`src/wcs_pkg.sv`:
```
// ----------------------------------------------------------------------------
// Windowed counter statistics - package
// Widths, codes, entry layout and the saturating helpers.
// ----------------------------------------------------------------------------
`timescale 1ns / 1ps

package wcs_pkg;

	localparam int MAX_SAMPLES_DEF = 64;
	localparam int CFG_W           = 48;
	localparam int CFG_IDX_W       = 4;
	localparam int MS_PER_S        = 1000;
	localparam logic [63:0] RATE_SCALE = 64'd65536000;

	localparam logic [CFG_IDX_W-1:0] REG_SAMPLE_TYPE  = 4'd0;
	localparam logic [CFG_IDX_W-1:0] REG_WINDOW_SECS  = 4'd1;
	localparam logic [CFG_IDX_W-1:0] REG_POST_OP      = 4'd2;
	localparam logic [CFG_IDX_W-1:0] REG_POST_OPERAND = 4'd3;

	localparam logic [1:0] TYPE_DELTA    = 2'd0;
	localparam logic [1:0] TYPE_PER_SEC  = 2'd1;
	localparam logic [1:0] TYPE_UNSIGNED = 2'd2;
	localparam logic [1:0] TYPE_SIGNED32 = 2'd3;

	localparam logic [2:0] OP_NONE = 3'd0;
	localparam logic [2:0] OP_ADD  = 3'd1;
	localparam logic [2:0] OP_SUB  = 3'd2;
	localparam logic [2:0] OP_MUL  = 3'd3;
	localparam logic [2:0] OP_DIV  = 3'd4;

	localparam logic [63:0] S64_MAX = 64'h7FFF_FFFF_FFFF_FFFF;
	localparam logic [63:0] S64_MIN = 64'h8000_0000_0000_0000;

	typedef struct packed {
		logic [47:0] arrival;
		logic [47:0] packet;
		logic [63:0] raw;
		logic [63:0] calc;
		logic        responded;
		logic        valid;
	} entry_t;

	typedef struct packed {
		logic        start;
		logic [63:0] a;
		logic [63:0] b;
	} mul_req_t;

	typedef struct packed {
		logic         done;
		logic [127:0] prod;
	} mul_rsp_t;

	typedef struct packed {
		logic         start;
		logic [127:0] dividend;
		logic [63:0]  divisor;
	} div_req_t;

	typedef struct packed {
		logic        done;
		logic [63:0] quot;
		logic        over;
	} div_rsp_t;

	function automatic logic [63:0] from_mag(input logic neg, input logic [63:0] mag,
		input logic over);
		logic [63:0] r;
		if (neg) begin
			r = (over || mag[63]) ? S64_MIN : (64'd0 - mag);
		end else begin
			r = (over || mag[63]) ? S64_MAX : mag;
		end
		return r;
	endfunction

	function automatic logic [63:0] sat_unsigned(input logic [63:0] u);
		return (u[63:47] != 17'd0) ? S64_MAX : {u[47:0], 16'd0};
	endfunction

	function automatic logic [63:0] sat_add(input logic [63:0] a, input logic [63:0] b);
		logic [63:0] r;
		r = a + b;
		if (a[63] == b[63] && r[63] != a[63]) begin
			r = a[63] ? S64_MIN : S64_MAX;
		end
		return r;
	endfunction

	function automatic logic [63:0] mag64(input logic [63:0] v);
		return v[63] ? (64'd0 - v) : v;
	endfunction

endpackage

```
`src/wcs_div.sv`:
```
// ----------------------------------------------------------------------------
// Windowed counter statistics - iterative divider
// 128 / 64 restoring division, one quotient bit per cycle, overflow flag.
// ----------------------------------------------------------------------------
`timescale 1ns / 1ps

module wcs_div (
	input  logic              clk,
	input  logic              arst_n,
	input  wcs_pkg::div_req_t req,
	output wcs_pkg::div_rsp_t rsp
);
	import wcs_pkg::*;

	logic [127:0] num_q;
	logic [63:0]  d_q, rem_q, quot_q;
	logic [6:0]   cnt_q;
	logic         busy_q, done_q, over_q;
	logic [63:0]  trial;
	logic         take;

	assign trial = {rem_q[62:0], num_q[127]};
	assign take  = (trial >= d_q);

	always_ff @(posedge clk or negedge arst_n) begin
		if (!arst_n) begin
			busy_q <= 1'b0;
			done_q <= 1'b0;
			cnt_q  <= 7'd0;
		end else if (req.start) begin
			busy_q <= 1'b1;
			cnt_q  <= 7'd127;
			done_q <= 1'b0;
		end else if (busy_q) begin
			cnt_q  <= cnt_q - 7'd1;
			busy_q <= (cnt_q != 7'd0);
			done_q <= (cnt_q == 7'd0);
		end else begin
			done_q <= 1'b0;
		end
	end

	always_ff @(posedge clk) begin
		if (req.start) begin
			num_q  <= req.dividend;
			d_q    <= req.divisor;
			rem_q  <= 64'd0;
			quot_q <= 64'd0;
			over_q <= 1'b0;
		end else if (busy_q) begin
			num_q  <= {num_q[126:0], 1'b0};
			rem_q  <= take ? (trial - d_q) : trial;
			quot_q <= {quot_q[62:0], take};
			over_q <= over_q | (take & cnt_q[6]);
		end
	end

	assign rsp.done = done_q;
	assign rsp.quot = quot_q;
	assign rsp.over = over_q;

endmodule

```
`config.mk`:
```
export PLATFORM = sky130hd
export DESIGN_NAME = wcs_div
export DESIGN_NICKNAME = d
export VERILOG_FILES = /design/src/wcs_pkg.sv /design/src/wcs_div.sv
export SDC_FILE = /design/constraint.sdc
export NUM_CORES = 1
export LEC_CHECK = 0
export BUFFER_PORTS_ARGS = -buffer_cell sky130_fd_sc_hd__buf_4
export CAP_MARGIN = 25
export CORE_UTILIZATION = 55
export CTS_CLUSTER_SIZE = 14
export DETAILED_ROUTE_END_ITERATION = 8
export GPL_ROUTABILITY_DRIVEN = 0
export PLACE_DENSITY = 0.77
export SKIP_CTS_REPAIR_TIMING = 1
export SYNTH_ARGS = -nofsm -noshare
export SYNTH_HDL_FRONTEND = slang
export SYNTH_SLANG_ARGS = --single-unit
```
`constraint.sdc`:
```
create_clock -name clk -period 9.9 [get_ports clk]
set_clock_uncertainty 0.1 [all_clocks]
set_input_delay 0.99 -clock clk [delete_from_list [all_inputs] [get_ports clk]]
set_output_delay 0.99 -clock clk [all_outputs]
set_load 0.05 [all_outputs]
```
# Word level (Yosys, flattened, before mapping)
# Cells that the tools add are included.
# classes
n_lt_le_gt_ge,1
add_sub_neg,2
bitwise_logic,2
n_mux,9
n_reduce_logical,3
# ops
operator,n
2-to-1 mux 128 bit,2
>= comparator 64 bit,1
2-to-1 mux 63 bit,1
subtractor 63 bit,1
2-to-1 mux 7 bit,2
zero test 7 bit,1
nonzero test 7 bit,1
subtractor 7 x 1 -> 7 bit (second input constant),1
2-to-1 mux 1 bit,4
nonzero test 2 bit,1
AND 1 bit,1
bitwise OR 1 bit,1
# word_totals
word_cells,25
input_bits,195
output_inout_bits,66
register_bits,329

# Logic depth before layout (Yosys ltp)
# depth
ltp_word,3
mapped_depth,16
depth_no_buf,14

# Worst setup path before layout
# OpenSTA, ideal clock, no wires.
# synth_timing
path_kind,input-to-reg
from,input port req[192] (netlist name)
to,"register num_q[0], enable pin"
setup_time_ns,0.481
t_required_ns,9.319
arrival_ns,4.396
setup_slack_ns,4.923
path_stages,5
n_path_buf,3
path_cell_list,clkbuf_1 clkbuf_1 clkbuf_1 nor2_1 inv_1
# synth_via
elab_chain_cells,1
# synth_lines
item,line_no,text
"start, declared",wcs_div.sv:10,"input wcs_pkg::div_req_t req,"
nonzero test 2 bit (no source line),--,
"end signal, assigned",wcs_div.sv:45,num_q <= req.dividend;
"end signal, assigned",wcs_div.sv:51,"num_q <= {num_q[126:0], 1'b0};"
"end, declared",wcs_div.sv:15,logic [127:0] num_q;
# No other way between the ends.
# A chain may end at the register's enable or synchronous reset.

# Final worst setup path
# layout_timing
from,register num_q[127]
to,register rem_q[31]
# layout_via
elab_chain_cells,2
word_cells_on_any_way,3
classes_between,1 x add/sub; 1 x order compare; 1 x mux
# layout_lines
item,line_no,text
subtractor 63 bit / >= comparator 64 bit (equally long branches),"wcs_div.sv:52, wcs_div.sv:23",
2-to-1 mux 63 bit *,wcs_div.sv:52,rem_q <= take ? (trial - d_q) : trial;
"end signal, assigned",wcs_div.sv:52,
"end, declared",wcs_div.sv:16,"logic [63:0] d_q, rem_q, quot_q;"
# Every way passes the cells marked *; elsewhere a longest branch is shown, timed or not.

==> impl_metrics.tcl <==
set metrics [dict create \
    syn_avg_cell_area_um2 10.6 \
    post-route-period-util_pct 41.9 \
    leakage_uw 0.00892 \
    start_util_pct 56.6 \
    synth_flop_cell "edfxtp_1" \
    crit_path_end "rem_q[31]" \
    ir_worst_vdd_v 0.000143 \
    nFillCells 2304 \
    cts_max_level 2 \
    relSlewSlack_pct 32.2 \
    path_class "reg2reg" \
    fp.dieArea_um2 31500 \
    dp_hpwl_um 27500 \
    max_cap_violations 0 \
    hold_viol 0 \
    ant_nets 0 \
    wire_per_inst_um 17.4 \
    synth_top_family_by_area "compound AO/OA/AOI/OAI gates" \
    dieWidth_um 178 \
    drc 0 \
    critPathLaunchType "flip-flop" \
    hold_class "in2async" \
    tightest_slew_ns 1.02 \
    synth_cells 1603 \
    worst_slack_ns 5.75 \
    syn2layout_area_growth_pct 19.6 \
    power_density_nw_per_um2 178 \
    crit_start "num_q[127]" \
    ff2ff_setup_slack_ns 5.75 \
    syn_area_um2 16900 \
    fin_util_pct 67.7 \
    crit_slowest_cell "buf_4" \
    synth_compound_area_share_pct 13.5 \
    async_flop_share_pct 2.74 \
    cts_tree "done" \
    seq_area_frac_synth_pct 50.5 \
    clk_path_buf_depth 3 \
    ff2ff_path_depth 15 \
    firstDrtPassIters 5 \
    min_period_ns 4.15 \
    antenna_found_initial 0 \
    ios 261 \
    synth-edff-count 192 \
    drive_above_1_share_pct 25.3 \
    routed_via_density 5.72 \
    numCtsBuffers 36 \
    critical_path_required_ns 10.24 \
    final_nets 2084 \
    synthAdderAreaFrac_pct 4.99 \
    cts_sinks 329 \
    muxShareOfSynthArea_pct 12.4 \
    rr_startpoint "num_q[127]" \
    rr_endpoint "rem_q[31]" \
    synth_cell_type_count 77 \
    yosys-top-cells-area "edfxtp_1 34%, dfxtp_1 15%, mux2_2 8.4%, ha_1 4.9%, nor2_1 3.9%" \
    grt_pass1_wl_um 62300 \
    vias 12800 \
    yosysWarningCount 0 \
    critPathArrivalTime_ns 4.49 \
    ys_ff_latch 329 \
    cp_max_fo 36 \
    path_cells "inv_1 > ha_1 > inv_1 > fa_1 > a211oi_1 > o21a_1 > a211oi_2 > o31ai_1 > and3b_1 > o21a_2 > a21oi_4 > nor2_4 > buf_4 > nand2_1 > a311oi_1" \
    rsz0062_at_grt "no" \
    status "complete, no violations" \
    rows 63 \
    fin_setup_tns_ns 0 \
    worst_setup_path_end_kind "flip-flop" \
    power_uw 3610 \
    clk_pin_slew_ns 0.06 \
    grt_max_degree 170 \
    io_buffers 260 \
    synth_xor_area_share_pct 2.69 \
    max_stage_delay_ns 0.48 \
    synth-simple-area-share_pct 11.9 \
    grt_usage_pct 24.6 \
    setup_viol 0 \
    clk_latency_ns 0.55 \
    grt_pass1_vias 12500 \
    overflow 0 \
    synth_largest_area_cell "edfxtp_1" \
    fmax_mhz 241 \
    yosys.area.top_type_share_pct 34.0 \
    drt-initial-drc-count 904 \
    cts_root_buf "clkbuf_16" \
    die_h_um 178 \
    antenna_cells 0 \
    dp_slack_ns 5.73 \
    slew_violations 0 \
    core_um2 30000 \
    cpMostUsedCell "inv_1" \
    synth_nets 1865 \
    routed_wl_um 39000 \
]
per-layer routing:
metal	GRT usage (%)	wire length (um)	vias to the layer above
met4	6.91	910	0
met3	7.82	3760	67
met2	40.3	18300	433
li1	-	-	6263
met1	31.2	16000	6037
met5	0	0	-
sequential cells by signal (all words and copies together), names as in the netlist:
signal	count
busy_q	1
rem_q	63
cnt_q	7
d_q	64
quot_q	64
num_q	128
over_q	1
done_q	1
critical path: cells and delay by family, from the launching register on:
kind | cells | cell delay (ns)
simple gates | 3 | 0.76
compound gates | 7 | 1.57
buf+inv | 3 | 0.63
flops | 1 | 0.39
fa+ha+maj | 2 | 0.59
metrics by stage:
stage	hold WS, ns	instances	instance area, um^2
floorplan	0.338	1603	16900
global placement	0.365	2174	19100
detailed placement	0.377	2174	19100
CTS	0.149	2239	20300
global route	0.153	2239	20300
finish	0.161	2239	20300
area by class of cell:
class | count | area, um^2 | area share [%]
inverters | 85 | 322 | 1.59
multi-input cells | 1103 | 7700 | 38.0
well taps | 390 | 488 | 2.41
clock buffers | 49 | 970 | 4.78
flip-flops and latches | 329 | 8560 | 42.2
repair buffers | 267 | 2020 | 9.99
clock inverters | 16 | 209 | 1.03
layout by cell type (no fill, tap or decap), types with 20 or more instances in the layout:
master       n
nand2_1    170
a21oi_1     93
a21o_1      30
ha_1        66
buf_4      265
inv_1       84
o21bai_1    22
mux2i_1     64
nor2_1     175
a311oi_1    48
dfxtp_1    128
xor2_1      20
edfxtp_1   192
xnor2_1     32
mux2_2     127
clkbuf_16   36
o21ai_0     47
logic make-up after synthesis:
| logic type | Yosys count |
|---|---|
| xor+xnor | 52 |
| simple gates | 458 |
| fa+ha+maj | 67 |
| compound gates | 333 |
| mux | 193 |
| flops | 329 |
| buf+inv | 171 |
synthesized netlist by cell type, types with 7 or more instances:
cell type  count
edfxtp_1     192
xor2_1        20
buf_1         14
nand4_1       18
o21ai_0       47
nor4_1         9
nand2_1      170
dfrtp_1        9
mux2_2       127
inv_1         85
a21o_1        30
o21a_1        13
buf_2          9
a21oi_1       93
clkbuf_1      56
a31oi_1        7
nand3_1        8
xnor2_1       32
nor3_1        18
and4_1         7
o21bai_1      22
and3_1        11
ha_1          66
a311oi_1      48
nor2_1       175
nand2b_1      12
dfxtp_1      128
a211oi_1       9
mux2i_1       64
worst min-delay path by stage:
stage | from | end | slack [ns]
detailed placement | rem_q[62] | rem_q[62] | 0.38
finish | arst_n | cnt_q[4] | 0.16
global route | arst_n | cnt_q[4] | 0.15
global placement | rem_q[62] | rem_q[62] | 0.36
floorplan | over_q | over_q | 0.34
CTS | arst_n | cnt_q[4] | 0.15
power breakdown:
group	total (uW)	internal [uW]	leakage [uW]	switching, uW
combinational	636	283	0.00524	353
clock	1350	799	0.000573	550
sequential	1620	1570	0.00311	52.6
No activity file was read; power rests on OpenSTA's default activity.
