## src/wcs_pkg.sv

```systemverilog
// ----------------------------------------------------------------------------
// Windowed counter statistics - package
// Widths, codes, entry layout and the saturating helpers.
// ----------------------------------------------------------------------------
`timescale 1ns / 1ps

package wcs_pkg;

	localparam int MAX_SAMPLES_DEF = 64;
	localparam int CFG_W           = 48;
	localparam int CFG_IDX_W       = 4;
	localparam int MS_PER_S        = 1000;
	localparam logic [63:0] RATE_SCALE = 64'd65536000;

	localparam logic [CFG_IDX_W-1:0] REG_SAMPLE_TYPE  = 4'd0;
	localparam logic [CFG_IDX_W-1:0] REG_WINDOW_SECS  = 4'd1;
	localparam logic [CFG_IDX_W-1:0] REG_POST_OP      = 4'd2;
	localparam logic [CFG_IDX_W-1:0] REG_POST_OPERAND = 4'd3;

	localparam logic [1:0] TYPE_DELTA    = 2'd0;
	localparam logic [1:0] TYPE_PER_SEC  = 2'd1;
	localparam logic [1:0] TYPE_UNSIGNED = 2'd2;
	localparam logic [1:0] TYPE_SIGNED32 = 2'd3;

	localparam logic [2:0] OP_NONE = 3'd0;
	localparam logic [2:0] OP_ADD  = 3'd1;
	localparam logic [2:0] OP_SUB  = 3'd2;
	localparam logic [2:0] OP_MUL  = 3'd3;
	localparam logic [2:0] OP_DIV  = 3'd4;

	localparam logic [63:0] S64_MAX = 64'h7FFF_FFFF_FFFF_FFFF;
	localparam logic [63:0] S64_MIN = 64'h8000_0000_0000_0000;

	typedef struct packed {
		logic [47:0] arrival;
		logic [47:0] packet;
		logic [63:0] raw;
		logic [63:0] calc;
		logic        responded;
		logic        valid;
	} entry_t;

	typedef struct packed {
		logic        start;
		logic [63:0] a;
		logic [63:0] b;
	} mul_req_t;

	typedef struct packed {
		logic         done;
		logic [127:0] prod;
	} mul_rsp_t;

	typedef struct packed {
		logic         start;
		logic [127:0] dividend;
		logic [63:0]  divisor;
	} div_req_t;

	typedef struct packed {
		logic        done;
		logic [63:0] quot;
		logic        over;
	} div_rsp_t;

	function automatic logic [63:0] from_mag(input logic neg, input logic [63:0] mag,
		input logic over);
		logic [63:0] r;
		if (neg) begin
			r = (over || mag[63]) ? S64_MIN : (64'd0 - mag);
		end else begin
			r = (over || mag[63]) ? S64_MAX : mag;
		end
		return r;
	endfunction

	function automatic logic [63:0] sat_unsigned(input logic [63:0] u);
		return (u[63:47] != 17'd0) ? S64_MAX : {u[47:0], 16'd0};
	endfunction

	function automatic logic [63:0] sat_add(input logic [63:0] a, input logic [63:0] b);
		logic [63:0] r;
		r = a + b;
		if (a[63] == b[63] && r[63] != a[63]) begin
			r = a[63] ? S64_MIN : S64_MAX;
		end
		return r;
	endfunction

	function automatic logic [63:0] mag64(input logic [63:0] v);
		return v[63] ? (64'd0 - v) : v;
	endfunction

endpackage

```

## src/wcs_mul.sv

```systemverilog
// ----------------------------------------------------------------------------
// Windowed counter statistics - iterative multiplier
// 64 x 64 unsigned product from four 32 x 32 partials, one per cycle.
// ----------------------------------------------------------------------------
`timescale 1ns / 1ps

module wcs_mul (
	input  logic              clk,
	input  logic              arst_n,
	input  wcs_pkg::mul_req_t req,
	output wcs_pkg::mul_rsp_t rsp
);
	import wcs_pkg::*;

	logic [63:0]  a_q, b_q;
	logic [2:0]   step_q;
	logic         busy_q, done_q;
	logic [63:0]  prod_s1;
	logic [1:0]   sh_s1;
	logic         pv_s1;
	logic [127:0] acc_q;
	logic [127:0] part;

	always_comb begin
		case (sh_s1)
			2'd0:    part = {64'd0, prod_s1};
			2'd1:    part = {32'd0, prod_s1, 32'd0};
			2'd2:    part = {prod_s1, 64'd0};
			default: part = 128'd0;
		endcase
	end

	always_ff @(posedge clk or negedge arst_n) begin
		if (!arst_n) begin
			busy_q <= 1'b0;
			done_q <= 1'b0;
			pv_s1  <= 1'b0;
			step_q <= 3'd0;
		end else if (req.start) begin
			busy_q <= 1'b1;
			step_q <= 3'd0;
			done_q <= 1'b0;
			pv_s1  <= 1'b0;
		end else if (busy_q) begin
			pv_s1  <= (step_q < 3'd4);
			step_q <= step_q + 3'd1;
			busy_q <= (step_q != 3'd4);
			done_q <= (step_q == 3'd4);
		end else begin
			done_q <= 1'b0;
			pv_s1  <= 1'b0;
		end
	end

	always_ff @(posedge clk) begin
		if (req.start) begin
			a_q   <= req.a;
			b_q   <= req.b;
			acc_q <= 128'd0;
		end else begin
			prod_s1 <= (step_q[0] ? a_q[63:32] : a_q[31:0]) *
				(step_q[1] ? b_q[63:32] : b_q[31:0]);
			sh_s1   <= 2'(step_q[0]) + 2'(step_q[1]);
			if (pv_s1) begin
				acc_q <= acc_q + part;
			end
		end
	end

	assign rsp.done = done_q;
	assign rsp.prod = acc_q;

endmodule

```

## config.mk

```make
export PLATFORM = sky130hd
export DESIGN_NAME = wcs_mul
export DESIGN_NICKNAME = d
export VERILOG_FILES = /design/src/wcs_pkg.sv /design/src/wcs_mul.sv
export SDC_FILE = /design/constraint.sdc
export NUM_CORES = 2
export LEC_CHECK = 0
export BUFFER_PORTS_ARGS = -buffer_cell sky130_fd_sc_hd__buf_4
export CAP_MARGIN = 10
export CORE_MARGIN = 4
export CORE_UTILIZATION = 65
export CTS_CLUSTER_DIAMETER = 120
export DETAILED_ROUTE_END_ITERATION = 8
export HOLD_SLACK_MARGIN = 0.15
export PLACE_DENSITY = 0.87
export SLEW_MARGIN = 20
export SYNTH_ARGS = -nofsm -noshare
export SYNTH_HDL_FRONTEND = slang
export SYNTH_SLANG_ARGS = --single-unit
export TNS_END_PERCENT = 50
```

## constraint.sdc

```tcl
create_clock -name clk -period 10.9 [get_ports clk]
set_input_delay 0 -clock clk [delete_from_list [all_inputs] [get_ports clk]]
set_output_delay 0 -clock clk [all_outputs]
set_load 0.1 [all_outputs]
```

== Word level (Yosys, flattened, before mapping) ==
Cells that the tools add are included.
Storage, ports and cells
  register bits after elaboration: 328
  input bits: 131
  output and inout port bits: 129
Cells by class
  add/sub/neg operators: 3
  $mul: 1
  order comparisons: 1
  equal/unequal tests: 4
  muxes and demuxes: 11
  reduce and logical (&&, ||, !) cells: 2
Operators by type and width (count)
  $pmux W128 S3: 1
  $add A128 B128 Y128: 1
  $mul A32 B32 Y64: 1
  $mux W32: 2
  $mux W1: 6
  $mux W3: 2
  $add A3 B1 Y3 const B: 1
  $eq A3 B3 Y1 const B: 1
  $lt A3 B3 Y1 const B: 1
  $ne A3 B3 Y1 const B: 1
  $add A1 B1 Y2: 1
  $eq A2 B1 Y1 const B: 1
  $eq A2 B2 Y1 const B: 1
  $logic_not A2 Y1: 1
  $reduce_bool A2 Y1: 1

== Logic depth before layout (Yosys ltp) ==
  depth in word-level cells: 3
  depth in mapped cells: 36

== Worst setup path after synthesis ==
OpenSTA, ideal clock, no wires.
  kind: register -> register
  start: reg step_q[0]
  end: reg prod_s1[62], data pin
  arrival time: 8747 ps
  data required time: 10642 ps
  slack: 1895 ps
  cell stages (with the launch flop): 32
  clock period less this slack: 9005 ps
  path through: dfrtp_1 > clkbuf_1 > clkbuf_1 > buf_1 > mux2i_1 > clkbuf_1 > nor2_1 > fa_1 > fa_1 > inv_1 > fa_1 > fa_1 > fa_1 > inv_1 > fa_1 > fa_1 > inv_1 > fa_1 > inv_1 > ha_1 > clkbuf_1 > a21o_1 > a21o_1 > a21oi_1 > o21ai_0 > a31oi_1 > o21a_1 > o41ai_2 > a31oi_1 > o41ai_2 > a31oi_1 > xnor2_1
On the way
  longest elaborated chain between the ends: 2
Ends and longest elaborated chain
  start: declaration: RTL line wcs_mul.sv:16  | logic [2:0] step_q;
  start signal: assignment: RTL line wcs_mul.sv:46  | step_q <= step_q + 3'd1;
  $mux W32: RTL line wcs_mul.sv:61  | prod_s1 <= (step_q[0] ? a_q[63:32] : a_q[31:0]) *
  $mul A32 B32 Y64: RTL line wcs_mul.sv:61
  end signal: assignment: RTL line wcs_mul.sv:61
  end: declaration: RTL line wcs_mul.sv:18  | logic [63:0] prod_s1;
No other way between the ends.
A chain may end at the register's enable or synchronous reset.

== Worst setup path in the final report ==
  start: reg step_q[0]
  end: reg prod_s1[63], data pin
The elaborated chain is that of the path after synthesis.

==> results.md <==
- Adder-cell share of the synthesized area: 0.433
- Detailed-placement wirelength estimate: 143000 microns
- Pin count of the biggest net entering global routing: 82
- Critical Setup Path Class: reg2reg
- Synth Net Count: 7320
- Die area: between 80000 and 90000 sq um
- RSZ-0062 raised after global routing: no
- R2R depth: 28
- Synth cell types: 80
- CTS tree: done
- Gr usage total: 0.463
- H-Tree Depth: 2
- Clock sinks: 328
- Yosys warns: 0
- Cts bufs inserted: 40
- Clk root buf: clkbuf_16
- Setup-failing EPs final: 0
- Critical Path Slowest Stage Cell: mux2i_4
- Number of synthesized flops with an enable pin: between 150 and 200
- Layout cells sized above 1: 0.0920
- Area Overhead vs Synth: 13.6%
- Maxcap violations: 0
- Hold Path Depth: 2
- Grt ovf: 0
- Slowest stage delay, CP: between 0.9 and 1 ns
- Violated checks: DRC
- Synth Area in XOR/XNOR: 0.0299
- Vias: 47600
- Worst EP required: between 10 and 15 ns
- Delay-heaviest family, CP: adder cells
- Period utilization: 0.958
- Post-synthesis async set-or-reset flop share: 0.0183
- Hold Vio Cnt, Final: 0
- Clock buffer depth: 3
- CTS resizes: 0
- Die X-Extent: 293 microns
- Clock latency at the later pin of the worst-skew pair: between 0.6 and 0.7 ns
- Skew final: roughly 0.061 ns
- Antenna violations before repair: 14
- Arrival @ worst endpoint: 10.81 ns
- Critical Path Start Type: flip-flop
- Post-Synth Simple-Gate Area: 0.145
- Row cnt: 104
- Final ANT Viol Nets: 0
- Buffers and inverters on the worst path: 5
- Setup bufs post-CTS: 0
- Cells after synthesis: 5900
- Worst Tran Pin Value: around 1.3 ns
- Status: finished, violations left
- # fillers: approximately 5400
- Max_slew headroom: 0.134
- Combinational family with the most area after synthesis: adder cells
- Vias in the first global route: roughly 50000
- Via/cell ratio: around 6.5
- Max-slew violations: 0
- Seq cells post-synth: roughly 330
- Setup TNS: 0 ns
- Tmin final: 10.44 ns
- HP Class: in2reg
- Mean Syn Cell Area: a little under 9 sq um
- Post-Route WL: between 150000 and 200000 microns
- Initial Utilization: 0.656
- Initial DRT Pass Iterations: 9
- Main synth FF type: edfxtp_1
- Avg WL per Cell: 27.1 microns
- Iteration-0 DRC Markers: between 5000 and 6000
- I/O pins: 260
- CP most frequent cell: fa_1
- Final nets: ~7700
- Port bufs: 259
- Syn Std Cell Area: between 50000 and 60000 sq um
- Critical Path End Type: flip-flop
- Die Y: 293 microns
- Critical path peak fanout: 24
- Register area share after synthesis: 0.162
- Maximum clock rate: roughly 0.096 GHz
- Core Region: 80500 sq um
- Levels on crit path: 28
- Placer Congestion: 1.13
- DRC errors left: around 120
- Complex-gate fraction of the synthesized area: 0.0982
- Global-route wire length before repair: between 200000 and 300000 microns
- Clock-pin slew on the worst setup and hold paths: 0.08 ns
- Mux contribution to synthesized area: 0.0440
[worst register-to-register path, delay by kind of cell (launching register included)]
kind	cells	cell delay, ns
compound gates	10	2.83
xor+xnor	1	0.09
fa+ha+maj	9	4.16
buf+inv	5	0.69
flops	1	0.77
mux	1	1.00
simple gates	2	0.63
[routing by layer]
metal  share of wire  wire, microns  track usage  vias up
met3            0.15          29200        0.201     1429
met1            0.33          65100        0.530    22600
li1                -              -            -    19500
met5         0.00025             50      0.00665        -
met2            0.42          83200        0.676     4046
met4            0.11          22200        0.376        6
[repair_timing]
action,in CTS,in global routing
hold endpoints to repair,172,0
hold buffers,255,0
endpoints found under the setup margin,0,0
[Yosys cell counts (all sizes together) (109+ instances only)]
cell type / instances / area (sq um)
ha: 392 / 4900
o21ai: 176 / 885
clkbuf: 268 / 1010
mux2i: 160 / 1600
inv: 935 / 3510
nand2: 655 / 2460
dfxtp: 128 / 2560
nor2: 839 / 3150
fa: 897 / 18000
xnor2: 109 / 955
a21oi: 277 / 1400
edfxtp: 194 / 5830
[worst paths after layout]
kind / start / end / slack, ns
min in group asynchronous: arst_n / step_q[0]$_DFFE_PN0P_ / 0.52
max in group asynchronous: arst_n / pv_s1$_DFF_PN0_ / 9.89
hold / removal: req[69] / a_q[5]$_DFFE_PP_ / 0.14
hold reg to reg: acc_q[117]$_SDFFE_PP0P_ / acc_q[117]$_SDFFE_PP0P_ / 0.48
setup reg to reg: step_q[0]$_DFFE_PN0P_ / prod_s1[63]$_DFFE_PN_ / 0.46
setup / recovery: step_q[0]$_DFFE_PN0P_ / prod_s1[63]$_DFFE_PN_ / 0.46
[cell families (layout without fill, tap and decap cells)]
| kind of cell | Yosys count | after routing |
|---|---|---|
| AND/OR/NAND/NOR | 1825 | 1825 |
| adder cells (fa/ha/maj) | 1289 | 1289 |
| buffers and inverters | 1242 | 1636 |
| AO/OA/AOI/OAI | 812 | 812 |
| flip-flops | 328 | 328 |
| multiplexers | 224 | 224 |
| XOR/XNOR | 180 | 180 |
| other | 0 | 13 |
[flip-flops by register name (all words and copies together) (netlist names)]
name and count:
sh_s1 2, acc_q 128, done_q 1, step_q 3, a_q 64, prod_s1 64, busy_q 1, pv_s1 1
b_q 64
[layout by cell type, fill, tap and decap left out, types with 26 or more instances in the layout]
cell type / synthesis / layout
nand4_1: 71 / 71
mux2_2: 56 / 56
xnor2_1: 109 / 109
and2_1: 75 / 75
a22o_1: 36 / 36
mux2i_1: 160 / 115
a21o_1: 86 / 86
clkbuf_16: 0 / 41
nand2_1: 655 / 654
edfxtp_1: 194 / 194
buf_4: 1 / 369
inv_1: 934 / 933
fa_1: 897 / 897
nor2_1: 839 / 838
mux2i_2: 0 / 34
nor3_1: 32 / 32
xor2_1: 71 / 71
nand3_1: 36 / 36
dfxtp_1: 128 / 128
dlygate4sd3_1: 0 / 255
a21oi_1: 274 / 274
ha_1: 392 / 392
o21ai_0: 166 / 166
o21bai_1: 67 / 67
nand2b_1: 26 / 26
[final cells by class]
type | instances | area [sq um] | share of cell area
multi-input combinational | 4330 | 39900 | 0.664
sequential | 328 | 8550 | 0.143
timing repair buffer | 627 | 5370 | 0.0895
inverter | 935 | 3510 | 0.0585
tap | 1060 | 1330 | 0.0221
clock buffer | 49 | 1090 | 0.0181
clock inverter | 25 | 258 | 0.00430
antenna | 13 | 32.5 | 0.000542
[metrics by stage]
stage	hold WS [ns]	cells	setup WS (ns)	util	instance area [sq um]
floorplan	-0.296	5900	1.89	-	52800
global placement	-0.141	7024	1.28	0.696	56000
detailed placement	-0.141	7024	1.03	0.696	56000
CTS	0.151	7353	0.992	0.744	59900
global route	0.165	7359	0.392	0.745	60000
finish	0.144	7367	0.455	0.745	60000
Power is left out: the tool's default activity adds up to more than one toggle a clock period on the data nets, which glitch-free logic cannot reach.
