<file path="src/wcs_ram.sv">
// ----------------------------------------------------------------------------
// Windowed counter statistics - generic RAM
// One write port, one read port, registered read data.
// ----------------------------------------------------------------------------
`timescale 1ns / 1ps

module wcs_ram #(
	parameter int WIDTH = 8,
	parameter int DEPTH = 64
) (
	input  logic                     clk,
	input  logic                     we,
	input  logic [$clog2(DEPTH)-1:0] waddr,
	input  logic [WIDTH-1:0]         wdata,
	input  logic                     re,
	input  logic [$clog2(DEPTH)-1:0] raddr,
	output logic [WIDTH-1:0]         rdata
);

	logic [WIDTH-1:0] mem_q [DEPTH];
	logic [WIDTH-1:0] rdata_q;

	always_ff @(posedge clk) begin
		if (we) begin
			mem_q[waddr] <= wdata;
		end
		if (re) begin
			rdata_q <= mem_q[raddr];
		end
	end

	assign rdata = rdata_q;

endmodule

</file>
<file path="config.mk">
export PLATFORM = sky130hd
export DESIGN_NAME = wcs_ram
export DESIGN_NICKNAME = d
export VERILOG_FILES = /design/src/wcs_ram.sv
export SDC_FILE = /design/constraint.sdc
export NUM_CORES = 1
export LEC_CHECK = 0
export BUFFER_PORTS_ARGS = -buffer_cell sky130_fd_sc_hd__buf_2
export CAP_MARGIN = 20
export CORE_AREA = 2 2 194 196
export DETAILED_ROUTE_END_ITERATION = 6
export DIE_AREA = 0 0 196 198
export PLACE_DENSITY = 0.78
export SYNTH_ARGS = -nofsm -noshare
export SYNTH_HDL_FRONTEND = slang
export SYNTH_SLANG_ARGS = --single-unit
</file>
<file path="constraint.sdc">
create_clock -name clk -period 1.9 [get_ports clk]
set_input_delay 0.095 -clock clk [delete_from_list [all_inputs] [get_ports clk]]
set_output_delay 0.095 -clock clk [all_outputs]
set_load 0.005 [all_outputs]
</file>
# Word-level counts from Yosys, hierarchy flattened
# Memory sizes are Yosys's and may differ from the RTL's. A register that Yosys moved wholly into a read port is not among the register bits.
# Index checks and enable logic that the tools add are counted.
# W data, S select, Z words.
totals:
  register_bits: 0
  latch_bits: 0
  mem_bits_rw: 512
  mem_bits_ro: 0
  inputBits: 23
  out_inout_bits: 8
  wordCells: 3
  memories: 1
op_classes:
  add_sub_neg: 0
  n_mul: 0
  div_mod_pow: 0
  order_cmp: 0
  eq_ne: 0
  shifts: 0
  mux: 2
  bitwise: 0
  reduce_logical: 0
mem_list:
  columns: ["memory", "depth", "word_bits", "rd", "rd_ports_with_merged_regs", "write_ports", "line", "rtl"]
  rows:
  - ["mem_q", 64, 8, 1, 1, 1, "20", "logic [WIDTH-1:0] mem_q [DEPTH];"]
ops:
  columns: ["op", "count"]
  rows:
  - ["$mux W1", 2]

# Longest topological paths before layout
# Gate-level depths: netlist (run 1).
depth:
  ltp_word: 2
  ltp_mapped: 9
  ltp_nobuf: 5

# Worst setup path after synthesis (run 1)
# OpenSTA, ideal clock, no wires.
synth_path:
  path_type: "input to register"
  from: "input raddr[1]"
  to: "register rdata_q[3], in the netlist rdata[3] (read register of mem_q), data pin"
  setup_ps: 266
  arrival_ps: 1635
  t_required_ps: 1634
  setup_slack_ps: -1
  stages: 7
  n_path_buf: 3
  path_cell_list: "buf_4 -> buf_2 -> buf_2 -> mux4_2 -> mux4_2 -> o21ai_1 -> o41ai_1"
synth_rtl:
  columns: ["item", "line", "rtl"]
  rows:
  - ["start: declaration", "16", "input logic [$clog2(DEPTH)-1:0] raddr,"]
  - ["end: declaration", "21", "logic [WIDTH-1:0] rdata_q;"]

==> flow_summary.toml, run 1 <==
[sta]
hold_viol_final = 0
setup_viol = 6
whs_ns = 0.0155
tightest_slew_ns = 0.725
fin_worst_skew_ns = 0.0150
timing.final.ws_setup_ns = -0.118
fmax_ghz = 0.496
rsz0062_at_grt = "yes"
relSlewSlack_pct = 51.7
final.period_utilization_pct = 106
slew_violations = 0
post-route-min-period_ns = 2.02

[finish]
final_cell_mix = "edfxtp_1 (520), buf_4 (158), mux4_2 (126)"
final_util_pct = 64.5
layout_commonest_cell = "edfxtp_1"
syn_to_final_growth_pct = 17.7
final_cells = 1654
nets = 1166
drive_gt1_share_pct = 35.9
num_antenna_cells = 0

[clocking]
cts.sinks = 520
cts_tree = "built"
post-cts-setup-buffers = 0
h-tree-depth = 2
cts_buffer_depth = 3
clk_pin_slew_ns = 0.06
clock_tree.root_cell = "clkbuf_16"
clk_latency_ns = 0.57
cts_buffers = 49

[run]
drv_cap = 0

[yosys]
synthTopCellsByArea = "edfxtp_1 (77%), mux4_2 (14%), nor2_1 (1.5%), mux2i_1 (1.1%), mux2_2 (0.72%)"
syn_area_per_cell_um2 = 21.5
syn_inst = 940
yosysWarnings = 0
netlist.area_leader.share_pct = 77.1
synth_seq_cells = 520
ys_types = 39
synth_seq_area_share_pct = 77.1
synth.largest_area_cell = "edfxtp_1"
netlist_area_um2 = 20200
syn_nets = 963

[die]
io_pins = 31
fp.dieH_um = 198
die_w_um = 196
dieArea_um2 = 38800
coreArea_um2 = 37000
start_util_pct = 54.8
row_count = 71

[status]
status = "complete, but fails checks"
violations = "negative setup slack"

[critical_path]
worstPathArrival_ns = 2.33
critPathMaxStageDelay_ns = 0.53
start_kind = "register"
worstPathRequired_ns = 2.21
end_kind = "register"
cp_cell_sequence = "mux4_2 > mux4_2 > nor2_4 > nor3_2 > o2bb2ai_2"
criticalPathCategory = "reg2reg"
slowest_stage = "mux4_2"
path_common_cell = "mux4_2"
critPathMaxFanout = 1

[drt]
wl_per_cell_um = 27.9
antenna_left = 0
drt_first_pass_iters = 5
drc_errors = 0
drt-initial-drc-count = 1507
drt_wl_total_um = 46100
avgViaCountPerCell = 6.30
num_vias = 10400

[power_and_ir_drop]
irDropWorstVdd_mv = 0.571
p_total_mw = 23.7
power_density_nw_per_um2 = 994
p_leak_nw = 7.83

[grt]
grtUsageMet3_pct = 3.93
grt_pass1_wl_um = 68500
grt_start_max_net_pins = 65
track_usage_pct = 24.5
grt_busiest_layer = "met2"
grt-ovfl-total = 0
grt_pass1_vias = 10600
grt_use_met1_pct = 33.5
met2_usage_pct = 40.5
antenna_found_initial = 1

[worst_hold_path]
worst_hold_path_type = "in2reg"

[placed_design]
gp_congestion = 0.839
numPortBuffers = 30
dp_hpwl_um = 28400
dp_cells = 1564
-- critical path: cells and delay by family (launching register included) --
| family | cells | cell delay [ns] |
|---|---|---|
| and+or+nand+nor | 2 | 0.23 |
| AOI/OAI and AO/OA | 1 | 0.15 |
| DFF | 1 | 0.36 |
| muxes | 2 | 1.02 |
-- worst paths after layout --
check / cells past startpoint / slack [ns] / from / end
worst max-delay path: 5 / -0.12 / mem_q[15][0]$_DFFE_PP_ / rdata[0]$_DFFE_PP_
worst min register to register: 4 / 0.92 / mem_q[23][1]$_DFFE_PP_ / rdata[1]$_DFFE_PP_
worst max register to register: 5 / -0.12 / mem_q[15][0]$_DFFE_PP_ / rdata[0]$_DFFE_PP_
worst min-delay path: 1 / 0.02 / wdata[6] / mem_q[13][6]$_DFFE_PP_
-- final cells by class --
cell class	instances	area [µm²]
clock buffers	56	1290
clock inverters	32	277
fillers	2315	13100
multi-input cells	369	4410
flip-flops and latches	520	15600
well taps	474	593
repair buffers	203	1660
-- kinds of logic (layout without fill, tap and decap cells) --
family | after synthesis | count (layout) | synth area share, %
buf+inv | 51 | 291 | 1.56
mux | 162 | 162 | 15.9
flops | 520 | 520 | 77.1
simple gates | 153 | 153 | 3.37
compound gates | 54 | 54 | 2.06
-- where the power goes --
group	leakage [nW]	internal [mW]	switching [mW]	total [mW]
sequential	4.69	12.7	0.0330	12.8
combinational	2.37	0.578	0.774	1.35
clock	0.773	5.54	4.06	9.60
total	7.83	18.8	4.86	23.7
-- repair_timing --
action,in CTS,in global routing
hold endpoints to repair,24,0
pin swaps,4,3
setup endpoints to repair,8,8
gates resized for setup,15,8
gates cloned,0,0
hold buffers,2,0
-- registers in the layout, summed over array words and instances, names as in the netlist --
| name | cells |
|---|---|
| mem_q | 512 |
| rdata | 8 |
-- synthesized netlist by cell type --
cell type,n
nand3_1,13
o311ai_1,1
o22ai_1,8
nor2_1,83
buf_1,4
nand3b_1,3
nand2_1,19
nor4_1,2
a21oi_1,3
buf_12,2
o221a_2,2
mux2i_1,23
o221ai_1,8
nor3_1,7
o21ai_0,2
o2bb2ai_1,3
a31oi_1,1
mux4_2,126
o21a_1,2
or3_1,1
a2111oi_0,2
a22oi_1,3
nand2b_1,7
nand4b_1,1
o2111ai_1,3
nand4_1,2
o41ai_1,2
o32ai_1,2
clkbuf_1,17
o21ai_1,2
edfxtp_1,520
nor2b_1,14
buf_2,11
a211oi_1,4
mux2_2,13
buf_4,13
a221oi_1,6
and2_1,1
buf_6,4
-- metrics by stage --
step / setup slack (ns) / TNS, ns / area (µm²)
floorplan: 0.0264 / 0 / 20200
global placement: -0.385 / -2.34 / 22200
detailed placement: -0.415 / -2.62 / 22200
CTS: -0.138 / -0.678 / 23800
global route: -0.150 / -0.710 / 23800
finish: -0.118 / -0.408 / 23800
-- layer usage --
| metal | part of all wire [%] | vias to the layer above | wire [µm] |
|---|---|---|---|
| met1 | 38 | 5350 | 17500 |
| met5 | 0 | - | 0 |
| met4 | 3.9 | 0 | 1820 |
| met2 | 50 | 589 | 22900 |
| met3 | 8.5 | 124 | 3920 |
| li1 | - | 4350 | - |
No activity file was read; power rests on OpenSTA's default activity.
==> run 2: changes to the inputs <==
Settings changed: PLACE_DENSITY 0.78 to 0.82.
==> run 2 against run 1 <==
The flow still finishes with violations (negative setup slack). Worst hold slack got worse by 0.012 ns. Highest routed layer is now met5. Cell count about the same. Register-to-register slack barely moved. Clock power fell by 3.0%. Die area is the same. Global-route usage increased by 0.20 points. Utilization down 0.085 points.
==> flow_summary.toml, run 2 (synthesis gave the netlist of run 1 again) <==
[drt]
drt_wl_total_um = 47000
drc_errors = 0
num_vias = 10500
wl_per_cell_um = 28.4
antenna_left = 0
drt-initial-drc-count = 1340
drt_first_pass_iters = 5
avgViaCountPerCell = 6.32

[critical_path]
worstPathRequired_ns = 2.23
criticalPathCategory = "reg2reg"
cp_cell_sequence = "mux4_2 > mux4_2 > nor2_1 > buf_4 > o32ai_2"
slowest_stage = "mux4_2"
critPathMaxStageDelay_ns = 0.52
critPathMaxFanout = 1
start_kind = "register"
worstPathArrival_ns = 2.33
path_common_cell = "mux4_2"
end_kind = "register"

[finish]
final_cell_mix = "edfxtp_1 (520), buf_4 (154), mux4_2 (126)"
num-fill-cells = 2310
drive_gt1_share_pct = 35.4
final_util_pct = 64.4
syn_to_final_growth_pct = 17.6
largest_reg_flops = 512
top_register = "mem_q"
nets = 1165
layout_commonest_cell = "edfxtp_1"

[clocking]
h-tree-depth = 2
cts_buffers = 50
clk_pin_slew_ns = 0.06
cts_buffer_depth = 3
clk_latency_ns = 0.59
cts.sinks = 520
cts_tree = "built"
post-cts-setup-buffers = 0
clock_tree.root_cell = "clkbuf_16"

[placed_design]
dp_hpwl_um = 29200
numPortBuffers = 30
gp_congestion = 0.894
pre_cts_ws_ns = -0.451

[sta]
relSlewSlack_pct = 55.9
hold_viol_final = 0
fmax_ghz = 0.499
setup_viol = 8
timing.final.ws_setup_ns = -0.105
final.period_utilization_pct = 106
post-route-min-period_ns = 2.00
slew_violations = 0
fin_worst_skew_ns = 0.0275
tightest_slew_ns = 0.661
rsz0062_at_grt = "yes"

[status]
status = "complete, but fails checks"
violations = "negative setup slack"

[run]
drv_cap = 0

[worst_hold_path]
worst_hold_path_type = "in2reg"

[grt]
antenna_found_initial = 3
grt-ovfl-total = 0
grt_pass1_wl_um = 69000
grt_pass1_vias = 10500
track_usage_pct = 24.7
grt_start_max_net_pins = 65

[die]
fp.dieH_um = 198
dieArea_um2 = 38800
die_w_um = 196
row_count = 71
io_pins = 31
start_util_pct = 54.8
coreArea_um2 = 37000

[power_and_ir_drop]
p_total_mw = 23.4
irDropWorstVdd_mv = 0.750
p_leak_nw = 7.80
power_density_nw_per_um2 = 984
-- run 2: changes by cell type in the layout (fill, tap and decap cells not counted), moves of 3 or more --
cell,delta
clkbuf_1,+12
clkinv_2,-5
buf_4,-4
buf_12,+3
clkinv_1,-3
nor2_4,-3
-- run 2: worst paths after layout --
| path | startpoint | endpoint | slack (ns) | cells after the start |
|---|---|---|---|---|
| max | mem_q[51][6]$_DFFE_PP_ | rdata[6]$_DFFE_PP_ | -0.10 | 5 |
| max reg2reg | mem_q[51][6]$_DFFE_PP_ | rdata[6]$_DFFE_PP_ | -0.10 | 5 |
| min | wdata[7] | mem_q[51][7]$_DFFE_PP_ | 0.003 | 1 |
| min reg2reg | mem_q[30][6]$_DFFE_PP_ | rdata[6]$_DFFE_PP_ | 0.96 | 3 |
-- run 2: layout make-up --
| type | instances | area, µm² | area share (%) |
|---|---|---|---|
| Antenna cell | 2 | 5.00 | 0.0210 |
| Clock buffer | 67 | 1320 | 5.52 |
| Clock inverter | 22 | 189 | 0.794 |
| Multi-Input combinational cell | 369 | 4420 | 18.6 |
| Sequential cell | 520 | 15600 | 65.6 |
| Tap cell | 474 | 593 | 2.49 |
| Timing Repair Buffer | 201 | 1680 | 7.04 |
-- run 2: layer usage --
layer | global-route usage (%) | vias up | routed length (µm)
met5 | 0 | - | 11
met4 | 8.28 | 2 | 1320
met3 | 4.62 | 82 | 4420
met2 | 41.2 | 646 | 23700
met1 | 33.3 | 5385 | 17500
li1 | - | 4339 | -
-- run 2: report_power, final --
part | switching (mW) | internal (mW) | total (mW) | leakage [nW]
Sequential | 0.0330 | 12.7 | 12.8 | 4.69
Combinational | 0.779 | 0.592 | 1.37 | 2.39
Clock | 4.06 | 5.25 | 9.31 | 0.729
-- run 2: stage by stage --
| stage | cell area (µm²) | TNS, ns | hold slack (ns) | cells |
|---|---|---|---|---|
| global route | 23800 | -0.691 | 0.00867 | 1654 |
| finish | 23800 | -0.381 | 0.00311 | 1655 |
| global placement | 22200 | -2.06 | 0.479 | 1563 |
| floorplan | 20200 | 0 | 0.194 | 940 |
| CTS | 23800 | -0.296 | 0.00696 | 1653 |
| detailed placement | 22200 | -2.54 | 0.475 | 1563 |
-- run 2: worst max-delay path: cells and delay by family (launching register included) --
kind,cells,cell delay [ns]
AOI/OAI and AO/OA,1,0.08
buffers and inverters,1,0.15
DFF,1,0.38
muxes,2,1.03
and+or+nand+nor,1,0.11
-- run 2: what timing repair did --
action                                 4_1_cts  5_1_grt
endpoints found under the hold margin        8        0
setup endpoints to repair                    8        8
hold buffers                                 1        0
gates resized for setup                     16        7
pin swaps                                    3        0
==> run 3: changes to the inputs <==
Settings changed: CELL_PAD_IN_SITES_DETAIL_PLACEMENT set to 1, CELL_PAD_IN_SITES_GLOBAL_PLACEMENT set to 2, CORE_AREA 2 2 194 196 to 2 2 216 218, DIE_AREA 0 0 196 198 to 0 0 218 220, PLACE_DENSITY 0.82 to 0.78.
==> run 3 against run 2 <==
The flow still finishes with violations (negative setup slack). First-iteration DRC count down 32%. Routed wire length up 6.2%. Clock power up 8%. Sequential power about the same. Worst hold slack about the same. Combinational power up 4%. Fmax up 0.56%. Critical path type unchanged. Utilization down 12 points. Critical endpoint unchanged. Highest routed layer is now met4. Cell area up 1.8%. Power up 3.7%.
==> flow_summary.toml, run 3 (synthesis gave the netlist of run 1 again) <==
[critical_path]
crit_path_start = "mem_q[17][6]$_DFFE_PP_"
critPathMaxStageDelay_ns = 0.48
r2r_setup_slack_ns = -0.09
crit_buf_inv = 0
cp_cell_sequence = "mux4_2 > mux2_2 > o221a_4 > nor3_4 > o32ai_2"
end_kind = "register"
start_kind = "register"
rr_worst_depth = 5
rr_startpoint = "mem_q[17][6]$_DFFE_PP_"
worstPathRequired_ns = 2.22
slowest_stage = "mux4_2"
critPathTopFamily = "multiplexers"
criticalPathCategory = "reg2reg"
critPathMaxFanout = 1
reg2reg_to = "rdata[6]$_DFFE_PP_"
endpoint = "rdata[6]$_DFFE_PP_"
worstPathArrival_ns = 2.31
cp.depth = 5

[finish]
syn_to_final_growth_pct = 19.7
largest_reg_flops = 512
layout_commonest_cell = "edfxtp_1"
num_antenna_cells = 0
nets = 1169
final_area_um2 = 24200
drive_gt1_share_pct = 36.6
top_register = "mem_q"
final_cell_mix = "edfxtp_1 (520), buf_4 (153), mux4_2 (126)"
final_cells = 1795

[sta]
rsz0062_at_grt = "yes"
tightest_slew_ns = 0.777
slew_violations = 0
setup_viol = 7
whs_ns = 0.00335
relSlewSlack_pct = 48.2
fmax_ghz = 0.502
fin_worst_skew_ns = 0.0197
hold_viol_final = 0
final.period_utilization_pct = 105
timing.final.ws_setup_ns = -0.0937
post-route-min-period_ns = 1.99

[grt]
grt-ovfl-total = 0
grt_pass1_wl_um = 74700
grt_start_max_net_pins = 65
antenna_found_initial = 1
grt_pass1_vias = 11100
track_usage_pct = 21.5

[placed_design]
dp_cells = 1696
placed_area_um2 = 22400
numPortBuffers = 30
dp_hpwl_um = 31900
gp_congestion = 0.793

[drt]
drt-initial-drc-count = 912
avgViaCountPerCell = 5.74
drt_wl_total_um = 49900
num_vias = 10300
drc_errors = 0
drt_first_pass_iters = 5
antenna_left = 0
wl_per_cell_um = 27.8

[clocking]
cts.sinks = 520
h-tree-depth = 2
clk_pin_slew_ns = 0.06
cts_buffers = 51
cts_buffer_depth = 3
post-cts-setup-buffers = 0
clk_latency_ns = 0.58
cts_tree = "built"
clock_tree.root_cell = "clkbuf_16"

[power_and_ir_drop]
power_density_nw_per_um2 = 1000
p_total_mw = 24.3
p_leak_nw = 7.90
irDropWorstVdd_mv = 0.584

[run]
drv_cap = 0

[die]
dieArea_um2 = 48000
die_w_um = 218
io_pins = 31
row_count = 79
fp.dieH_um = 220
coreArea_um2 = 45900
start_util_pct = 44.1

[status]
violations = "negative setup slack"
status = "complete, but fails checks"

[worst_hold_path]
worst_hold_path_type = "in2reg"
run 3: per-stage QoR:
step | worst slack (ns) | setup TNS (ns) | util [%]
floorplan | 0.0264 | 0 | -
global placement | -0.582 | -3.54 | 48.7
detailed placement | -0.546 | -3.71 | 48.7
CTS | -0.0811 | -0.412 | 52.7
global route | -0.129 | -0.734 | 52.9
finish | -0.0937 | -0.438 | 52.9
run 3: how the worst min path moves through the flow:
| stage | slack (ns) | startpoint | end | cells past startpoint |
|---|---|---|---|---|
| finish | 0.003 | wdata[4] | mem_q[60][4]$_DFFE_PP_ | 2 |
| CTS | 0.002 | wdata[7] | mem_q[63][7]$_DFFE_PP_ | 1 |
| global placement | 0.49 | re | rdata[1]$_DFFE_PP_ | 1 |
| detailed placement | 0.51 | re | rdata[1]$_DFFE_PP_ | 1 |
| floorplan | 0.19 | wdata[0] | mem_q[0][0]$_DFFE_PP_ | 0 |
| global route | 0.01 | wdata[4] | mem_q[19][4]$_DFFE_PP_ | 2 |
run 3: layout make-up:
cell class	count	area, µm²
Multi-Input combinational cell	369	4490
Tap cell	607	759
Clock inverter	29	289
Sequential cell	520	15600
Clock buffer	66	1380
Fill cell	4078	21600
Timing Repair Buffer	204	1710
run 3: layer usage:
layer	routed length, µm	vias up	GRT usage [%]
met2	24400	338	34.9
met3	2700	81	3.70
met5	0	-	0
met4	1310	0	6.76
met1	21500	5530	30.0
li1	-	4348	-
run 3: timing repair:
item                                    4_1_cts  5_1_grt
hold endpoints to repair                     27        0
hold buffers                                  5        0
endpoints found under the setup margin        8        8
pin swaps                                     4        4
gates cloned                                  0        0
resized for setup                            29        8
run 3: power breakdown:
group	total (mW)	switching [mW]	internal [mW]	leakage, nW
combinational	1.43	0.823	0.606	2.41
sequential	12.8	0.0345	12.7	4.69
clock	10.1	4.21	5.91	0.806
total	24.3	5.07	19.2	7.90
